`src/sv/kic_pkg.sv`:
```
// Shared types and constants for the circular keyframe interpolator.
`timescale 1ns / 1ps
package kic_pkg;

	localparam int FRAC_BITS    = 16;
	localparam int DEF_MAX_KEYS = 256;
	localparam int DEF_MAX_VARS = 16;

	localparam int CFG_IDX_W  = 2;
	localparam int CFG_DATA_W = 16;

	localparam logic [CFG_IDX_W-1:0] REG_KEYS_IN_USE = 2'd0;
	localparam logic [CFG_IDX_W-1:0] REG_VARS_IN_USE = 2'd1;

	localparam logic [1:0] KIND_DESC  = 2'd0;
	localparam logic [1:0] KIND_TIME  = 2'd1;
	localparam logic [1:0] KIND_VALUE = 2'd2;
	localparam logic [1:0] KIND_QUERY = 2'd3;

	typedef struct packed {
		logic [1:0]         kind;
		logic [7:0]         key_index;
		logic [3:0]         var_index;
		logic [31:0]        time_value;
		logic signed [31:0] sample_value;
		logic               is_circular;
		logic [30:0]        range_width;
	} in_item_t;

	typedef struct packed {
		logic [3:0]         out_var;
		logic signed [31:0] out_value;
		logic               last;
	} out_item_t;

	// Commands from the controller to the datapath.
	typedef struct packed {
		logic wr;
		logic capture;
		logic t0_ld;
		logic walk;
		logic t1_ld;
		logic div_init;
		logic div_step;
		logic v_rd0;
		logic v_rd1;
		logic wrap;
		logic mul;
		logic emit;
	} cmd_t;

	// Status from the datapath to the controller.
	typedef struct packed {
		logic adv;
		logic u_fixed;
		logic div_done;
		logic last_var;
		logic out_free;
	} status_t;

endpackage

```
`src/sv/kic_ctrl.sv`:
```
// Controller state machine for the circular keyframe interpolator.
`timescale 1ns / 1ps
module kic_ctrl
	import kic_pkg::*;
(
	input  logic     clk,
	input  logic     arst_n,
	input  logic     in_valid,
	input  logic [1:0] in_kind,
	output logic     in_ready,
	input  status_t  sts,
	output cmd_t     cmd
);

	localparam logic [2:0] S_IDLE = 3'd0;
	localparam logic [2:0] S_T0   = 3'd1;
	localparam logic [2:0] S_CMP  = 3'd2;
	localparam logic [2:0] S_DSET = 3'd3;
	localparam logic [2:0] S_DIV  = 3'd4;
	localparam logic [2:0] S_V0   = 3'd5;
	localparam logic [2:0] S_V1   = 3'd6;
	localparam logic [2:0] S_WRAP = 3'd7;

	logic [2:0] state_q, state_d;
	logic       mul_q, mul_d;
	logic       out_q, out_d;
	logic       acc;

	assign in_ready = (state_q == S_IDLE) && !mul_q && !out_q;
	assign acc      = in_valid && in_ready;

	always_comb begin
		cmd     = '0;
		state_d = state_q;
		mul_d   = 1'b0;
		out_d   = out_q;
		if (mul_q) begin
			cmd.mul = 1'b1;
			out_d   = 1'b1;
		end else if (out_q) begin
			// The result waits here until the output register is free.
			if (sts.out_free) begin
				cmd.emit = 1'b1;
				out_d    = 1'b0;
				state_d  = sts.last_var ? S_IDLE : S_V0;
			end
		end else begin
			unique case (state_q)
				S_IDLE: begin
					if (acc) begin
						if (in_kind == KIND_QUERY) begin
							cmd.capture = 1'b1;
							state_d     = S_T0;
						end else begin
							cmd.wr = 1'b1;
						end
					end
				end
				S_T0: begin
					cmd.t0_ld = 1'b1;
					state_d   = S_CMP;
				end
				S_CMP: begin
					if (sts.adv) begin
						cmd.walk = 1'b1;
					end else begin
						cmd.t1_ld = 1'b1;
						state_d   = S_DSET;
					end
				end
				S_DSET: begin
					cmd.div_init = 1'b1;
					state_d      = sts.u_fixed ? S_V0 : S_DIV;
				end
				S_DIV: begin
					cmd.div_step = 1'b1;
					if (sts.div_done) begin
						state_d = S_V0;
					end
				end
				S_V0: begin
					cmd.v_rd0 = 1'b1;
					state_d   = S_V1;
				end
				S_V1: begin
					cmd.v_rd1 = 1'b1;
					state_d   = S_WRAP;
				end
				S_WRAP: begin
					cmd.wrap = 1'b1;
					mul_d    = 1'b1;
				end
				default: state_d = S_IDLE;
			endcase
		end
	end

	always_ff @(posedge clk or negedge arst_n) begin
		if (!arst_n) begin
			state_q <= S_IDLE;
			mul_q   <= 1'b0;
			out_q   <= 1'b0;
		end else begin
			state_q <= state_d;
			mul_q   <= mul_d;
			out_q   <= out_d;
		end
	end

	assert property (@(posedge clk) disable iff (!arst_n)
		cmd.emit |-> sts.out_free)
		else $error("result emitted while output register is occupied");
	assert property (@(posedge clk) disable iff (!arst_n)
		cmd.wrap |=> cmd.mul)
		else $error("multiply step did not follow wrap step");
	assert property (@(posedge clk) disable iff (!arst_n)
		cmd.capture |=> state_q == S_T0)
		else $error("query capture did not start the key walk");

endmodule

```
`config.mk`:
```
export PLATFORM = sky130hd
export DESIGN_NAME = kic_ctrl
export DESIGN_NICKNAME = d
export VERILOG_FILES = /design/src/sv/kic_pkg.sv /design/src/sv/kic_ctrl.sv
export SDC_FILE = /design/constraint.sdc
export NUM_CORES = 1
export LEC_CHECK = 0
export ABC_CLOCK_PERIOD_IN_PS = 1400
export BUFFER_PORTS_ARGS = -buffer_cell sky130_fd_sc_hd__buf_2
export CORE_AREA = 2 2 39 41
export DETAILED_ROUTE_END_ITERATION = 10
export DIE_AREA = 0 0 41 43
export SLEW_MARGIN = 30
export SYNTH_ARGS = -nofsm -noshare
export SYNTH_HDL_FRONTEND = slang
export SYNTH_SLANG_ARGS = --single-unit
```
`constraint.sdc`:
```
create_clock -name clk -period 1.4 [get_ports clk]
set_clock_uncertainty 0.1 [all_clocks]
set_input_delay 0.14 -clock clk [delete_from_list [all_inputs] [get_ports clk]]
set_output_delay 0.14 -clock clk [all_outputs]
set_load 0.05 [all_outputs]
```
==> summary.md, run 1 <==
| Metric | Value |
|---|---|
| Synth Area in Simple Gates | roughly two fifths |
| Setup WS pre-CTS | -0.260 ns |
| Crit. Startpoint | out_q |
| Area of the multi-input gates | between 300 and 400 µm² |
| Die X | 41 µm |
| Setup slack after layout | -0.446 ns |
| Final Non-Filler Cells | roughly 110 |
| Area Growth Syn to Fin | 111% |
| Drt pass-1 iters | 4 |
| Worst-path clk slew | 0.05 ns |
| FF/Latch Area | approximately 130 µm² |
| Fin crit share | 132% |
| Register area share after synthesis | 30.7% |
| Post-synthesis adder-cell area fraction | 0% |
| First-pass GRT wire length | 2070 µm |
| Slew HR | 78.2% |
| Outcome | complete, but fails checks |
| Leakage | about 0.41 nW |
| Power per cell area | 2220 nW/µm² |
| Final wirelength | 1290 µm |
| Fillers | 124 |
| Req. time, crit path | 1.16 ns |
| Syn_nets | 64 |
| Post-Synth XOR/XNOR Area | 0% |
| Post-route DRC | 0 |
| GRT Residual Overflow | 0 |
| YS warnings | 0 |
| Core area | 1380 µm² |
| Boundary Pins | 23 |
| Via count | between 500 and 600 |
| CP Max Fanout | 4 |
| Crit path DAT | 1.61 ns |
| Hold Crit Class | primary input to asynchronous set/reset pin |
| Die area | 1760 µm² |
| RSZ-0062 raised after global routing | yes |
| Initial antenna violation count | 0 |
| Nets@finish | ~100 |
| Maxcap violations | 0 |
| Yosys cell types | 23 |
| WHS | around 0.14 ns |
| # setup viols final | 13 |
| Antenna Nets Post-Route | 0 |
| Slew @ Worst Pin | about 0.33 ns |
| H-tree Lvls | 1 |
| Routability cong. | 0.744 |
| TritonCTS Buffers | 3 |
| CP Capture Type | primary output |
| DR iter-0 viols | 15 |
| Largest family of logic cells by synthesized area | simple AND/OR/NAND/NOR gates |
| Gr usage total | 17.5% |
| Share of cells above drive strength 1 | 65.6% |
| Top_reg_cell synth | dfrtp_1 |
| Final number of hold-violating endpoints | 0 |
| Largest net degree at the start of global routing | 10 |
| Initial Util | 29.5% |
| Syn Area/Cell | about 7.6 µm² |
| Die Ht | about 43 µm |
| Crit start category | register |
| Register bit total from synthesis | 5 |
| Clk_lat worst skew | approximately 0.24 ns |
| Final total power | about 1.9 mW |
| Post-layout min period | 1.85 ns |
| Port buffer count | 22 |
| Post-DP HPWL | 876 µm |
| Placed Cells | 100 |
| Final core occ | 62.3% |
| # rows | 14 |
| Synth async-reset ratio | 100% |
| DR WL/cell | 11.8 µm |
| Maximum clock frequency | ~540 MHz |
| Number of vias per cell | around 4.8 |
| Compound-cell area share of the yosys netlist | about a fifth |
| Ant. Diodes | 0 |
| Crit Path Class | register to primary output |
| Cell Area, Synth | 408 µm² |
| Failing checks | setup timing |
| Post-synthesis mux area share | 0% |
| CTS root buf | clkbuf_4 |
| Max-slew violations | 0 |
| Synth Instances | 54 |
| Number of synthesized flops with an enable pin | 0 |
| VDD IR max | roughly 0.95 mV |
| Reg2Reg Launch Point | state_q[2] |
| Clock Sinks | 5 |
| CTS max path bufs | 2 |
| Vias in the first global route | approximately 530 |
| CTS tree | done |
[per-stage QoR]
step,cell area (µm²),setup TNS [ns]
2_1_floorplan,464,-3.61
4_1_cts,821,-4.07
5_1_grt,862,-5.09
3_5_place_dp,662,-1.88
6_report,862,-4.10
3_3_place_gp,662,-1.76
[sequential cells by signal, summed over array words and instances (netlist names)]
| name | count |
|---|---|
| mul_q | 1 |
| state_q | 3 |
| out_q | 1 |
[critical path, stage by stage, from the launching register on]
cell and delay [ns]:
dfrtp_1 0.40, or3_4 0.39, buf_4 0.18, nor3_4 0.19, buf_6 0.18
[area by class of cell]
class / instances / share of cell area [%]
inverter: 4 / 1.74
sequential: 5 / 14.5
multi-input combinational: 40 / 39.5
tap: 16 / 2.32
clock buffer: 3 / 2.61
clock inverter: 1 / 0.581
timing repair buffer: 40 / 38.8
[layer usage]
layer,track usage (%),part of all wire (%)
met5,0,0
met4,10.0,0
met3,3.14,4.0
met2,28.1,57
met1,20.3,39
[kinds of logic after synthesis]
kind of cell | count (synthesis)
simple gates | 27
compound gates | 13
buf+inv | 9
flops | 5
[report_power, final]
group / total [mW] / internal (mW) / leakage (nW) / switching (mW)
Clock: 0.166 / 0.103 / 0.0177 / 0.0626
Sequential: 0.309 / 0.208 / 0.0579 / 0.101
Combinational: 1.44 / 0.639 / 0.335 / 0.803
[cell usage after synthesis (2+ instances only)]
cell,n,area [µm²]
nor3b_1,2,15.0
nand2_1,4,15.0
buf_2,3,15.0
nor3_1,4,20.0
o21ai_0,2,10.0
inv_1,4,15.0
dfrtp_1,5,125
nor2_1,7,26.3
buf_4,2,15.0
nand2b_1,4,25.0
a21oi_1,5,25.0
[placed cells by master, fill, tap and decap left out, types with 3 or more instances in the layout]
master / synthesis / routed
buf_2: 3 / 11
clkbuf_4: 0 / 3
a21oi_2: 1 / 3
buf_6: 0 / 11
inv_1: 4 / 4
nand2_1: 4 / 4
dfrtp_1: 5 / 5
nor2_4: 0 / 4
buf_4: 2 / 14
nor3_4: 1 / 4
nand2b_1: 4 / 4
[what timing repair did]
item,CTS,global route
cloned,0,0
hold buffers,2,0
resized for setup,31,8
endpoints found under the hold margin,6,0
endpoints found under the setup margin,13,14
pin swaps,6,4
setup buffers,2,1
[path summary, 6_finish.rpt]
path / end / cells after the start / slack [ns]
max: cmd[8] / 4 / -0.45
min: state_q[2] / 2 / 0.14
max reg2reg: state_q[0] / 7 / -0.09
min reg2reg: state_q[1] / 2 / 0.65
max in group asynchronous: state_q[1] / 2 / 0.92
min in group clk: state_q[0] / 4 / 0.23
(Power assumes the default switching activity.)
==> run 2, diff against run 1 <==
PLACE_DENSITY = 0.69   (was unset)
==> run 2 against run 1 <==
Net effect:
- the run still ends with setup timing left
- non-clock buffer count grew 1
- critical path type unchanged
- die area is the same
- register-to-register slack lost 0.08 ns
- sequential share of layout area is essentially flat
- final area grew 1.9%
- worst hold slack lost 0.13 ns
- largest power group unchanged
- clock power shrank 5%
==> summary.md, run 2 (same netlist as run 1, synthesis figures left out) <==
| Metric | Value |
|---|---|
| Final core occ | 63.5% (+1.2 points) |
| Hold Crit Class | primary input to register |
| Initial Util | 29.5% (unchanged) |
| TritonCTS Buffers | 3 (unchanged) |
| Post-route DRC | 0 (unchanged) |
| Met2 WL post-DR | 735 µm (+0.55%) |
| Number of vias per cell | 4.71 (-1.7%) |
| Antenna Nets Post-Route | 0 (unchanged) |
| CP Max Fanout | 4 (unchanged) |
| Worst path max stage delay | 0.40 ns (about the same) |
| Failing checks | setup timing |
| Setup slack after layout | -0.412 ns (+0.0332 ns) |
| Slew HR | 79.9% (+1.7 points) |
| Max reg flops | 3 (unchanged) |
| Net Switching | 0.987 mW (+2.1%) |
| Hold endpoint | state_q[2] |
| Nets@finish | 105 (+0.96%) |
| WHS | 0.0158 ns (-0.126 ns) |
| Max Used Layer | met3 |
| Crit path cell chain | or3_4 > buf_4 > nor3_4 > buf_6 |
| Final wirelength | 1290 µm (+0.31%) |
| Routability cong. | 0.739 (-0.62%) |
| GRT Residual Overflow | 0 (unchanged) |
| Clk_lat worst skew | 0.23 ns (about the same) |
| FF/Latch Area | 128 µm² (+2.0%) |
| Maximum clock frequency | 552 MHz (+1.8%) |
| DR WL/cell | 11.7 µm (-0.60%) |
| Req. time, crit path | 1.16 ns (about the same) |
| Clock Sinks | 5 (unchanged) |
| Int Pwr | 1.03 mW (+8.0%) |
| RSZ-0062 raised after global routing | yes |
| Worst-path clk slew | 0.04 ns (about the same) |
| DR iter-0 viols | 2 (-13) |
| Port buffer count | 22 (unchanged) |
| Maxcap violations | 0 (unchanged) |
| Initial antenna violation count | 0 (unchanged) |
| CTS tree | done |
| Placed Cells | 100 (unchanged) |
| Combinational group share of total power | 75.9% (+0.7 points) |
| First-pass GRT wire length | 1830 µm (-12%) |
| Sw Ratio | 49.0% (-1.4 points) |
| Drt pass-1 iters | 4 (unchanged) |
| Most flops, register | state_q |
| Post-layout min period | 1.81 ns (-0.0332 ns) |
| Post-DP HPWL | 876 µm (about the same) |
| R2r endpoint | state_q[0] |
| Fin crit share | 129% (-2.4 points) |
| Gr usage total | 15.6% (-1.9 points) |
| Clk pwr share | 7.9% (-0.8 points) |
| Crit path DAT | 1.57 ns (-0.04 ns) |
| CTS max path bufs | 2 (unchanged) |
| Die X | 41 µm (unchanged) |
| R2R cell count | 7 (unchanged) |
| Ant. Diodes | 0 (unchanged) |
| Final number of hold-violating endpoints | 0 (unchanged) |
| M1 WL | 482 µm (-4.0%) |
| VDD IR max | 1.17 mV (+24%) |
| Min-Delay Startpoint | sts[1] |
| Met3 WL post-DR | 71 µm (+39%) |
| Fillers | 124 (unchanged) |
| Seq pwr share | 16.3% (+0.2 points) |
| Area of the multi-input gates | 339 µm² (-0.37%) |
| H-tree Lvls | 1 (unchanged) |
| # setup viols final | 12 (-1) |
| Max-slew violations | 0 (unchanged) |
| Die area | 1760 µm² (unchanged) |
| Share of cells above drive strength 1 | 67.0% (+1.4 points) |
| Outcome | complete, but fails checks |
| CTS root buf | clkbuf_4 |
| Crit Path Class | register to primary output |
| Crit start category | register |
| Final Non-Filler Cells | 110 (+0.92%) |
| Boundary Pins | 23 (unchanged) |
| Slew @ Worst Pin | 0.301 ns (-0.0252 ns) |
| Core area | 1380 µm² (unchanged) |
| CP bufs+invs | 2 (unchanged) |
| Area Growth Syn to Fin | 115% |
| Die Ht | 43 µm (unchanged) |
| Via count | 518 (-0.77%) |
| Largest registers | state_q (3), mul_q (1), out_q (1) |
| CP Capture Type | primary output |
| Crit path max-delay family | simple AND/OR/NAND/NOR gates |
| Leakage | 0.411 nW (+0.17%) |
| Most frequent cells in the layout | buf_4 (16), buf_2 (11), buf_6 (8), nor2_4 (5), buf_8 (5) |
| Vias in the first global route | 467 (-12%) |
| Power per cell area | 2290 nW/µm² (+3.1%) |
| Largest net degree at the start of global routing | 11 (+1) |
| Min-Delay Path Depth | 2 |
| Reg2Reg Launch Point | state_q[2] |
| # rows | 14 (unchanged) |
| Setup WS pre-CTS | -0.264 ns (-0.00336 ns) |
| Commonest non-fill, non-tap cell in the layout | buf_4 |
| Reg-to-reg slack, setup | -0.17 ns (-0.08 ns) |
| Slowest CP cell | dfrtp_1 |
run 2: per-layer routing:
metal	global-route usage [%]	up-vias
met2	29.1	18
li1	-	264
met4	8.00	0
met1	15.1	236
met5	0	-
met3	1.57	0
run 2: final cells by class:
class | instances | share of cell area (%)
inverter | 4 | 1.71
timing repair buffer | 41 | 39.9
clock buffer | 4 | 2.99
tap | 16 | 2.28
sequential | 5 | 14.5
multi-input combinational | 40 | 38.6
run 2: stage by stage:
stage | setup TNS [ns] | power (mW) | instance area [µm²]
5_1_grt | -4.92 | 2.14 | 878
3_3_place_gp | -1.78 | 1.44 | 662
6_report | -4.02 | 2.01 | 878
3_5_place_dp | -1.95 | 1.45 | 662
2_1_floorplan | -3.61 | 1.10 | 464
4_1_cts | -3.83 | 1.88 | 832
run 2: power groups by stage:
| stage | logic (mW) | registers, mW | clock network [mW] |
|---|---|---|---|
| detailed placement | 1.14 | 0.316 | 0 |
| CTS | 1.39 | 0.320 | 0.169 |
| finish | 1.53 | 0.327 | 0.158 |
| global route | 1.62 | 0.337 | 0.181 |
| global placement | 1.13 | 0.311 | 0 |
| floorplan | 0.854 | 0.246 | 0 |
run 2: worst max-delay path by stage:
stage	from	to	cells past startpoint	slack [ns]
finish	out_q	cmd[8]	4	-0.41
detailed placement	state_q[2]	cmd[11]	5	-0.26
global placement	state_q[2]	cmd[11]	5	-0.23
global route	out_q	cmd[11]	5	-0.50
CTS	out_q	cmd[11]	5	-0.42
floorplan	state_q[2]	cmd[11]	4	-0.65
run 2: repair_timing:
| item | in CTS | in global routing |
|---|---|---|
| resized for setup | 34 | 8 |
| gates cloned | 0 | 0 |
| hold buffers | 1 | 0 |
| setup buffers | 4 | 3 |
| pin swaps | 6 | 3 |
| hold endpoints to repair | 5 | 0 |
| endpoints found under the setup margin | 13 | 14 |
run 2: worst reg2reg max path, cell delays in order (launching register included):
cell and delay [ns]:
dfrtp_1 0.38, buf_4 0.14, buf_4 0.13, buf_4 0.14
o21ai_0 0.15, nand2_1 0.08, o211ai_1 0.21, a211oi_1 0.11
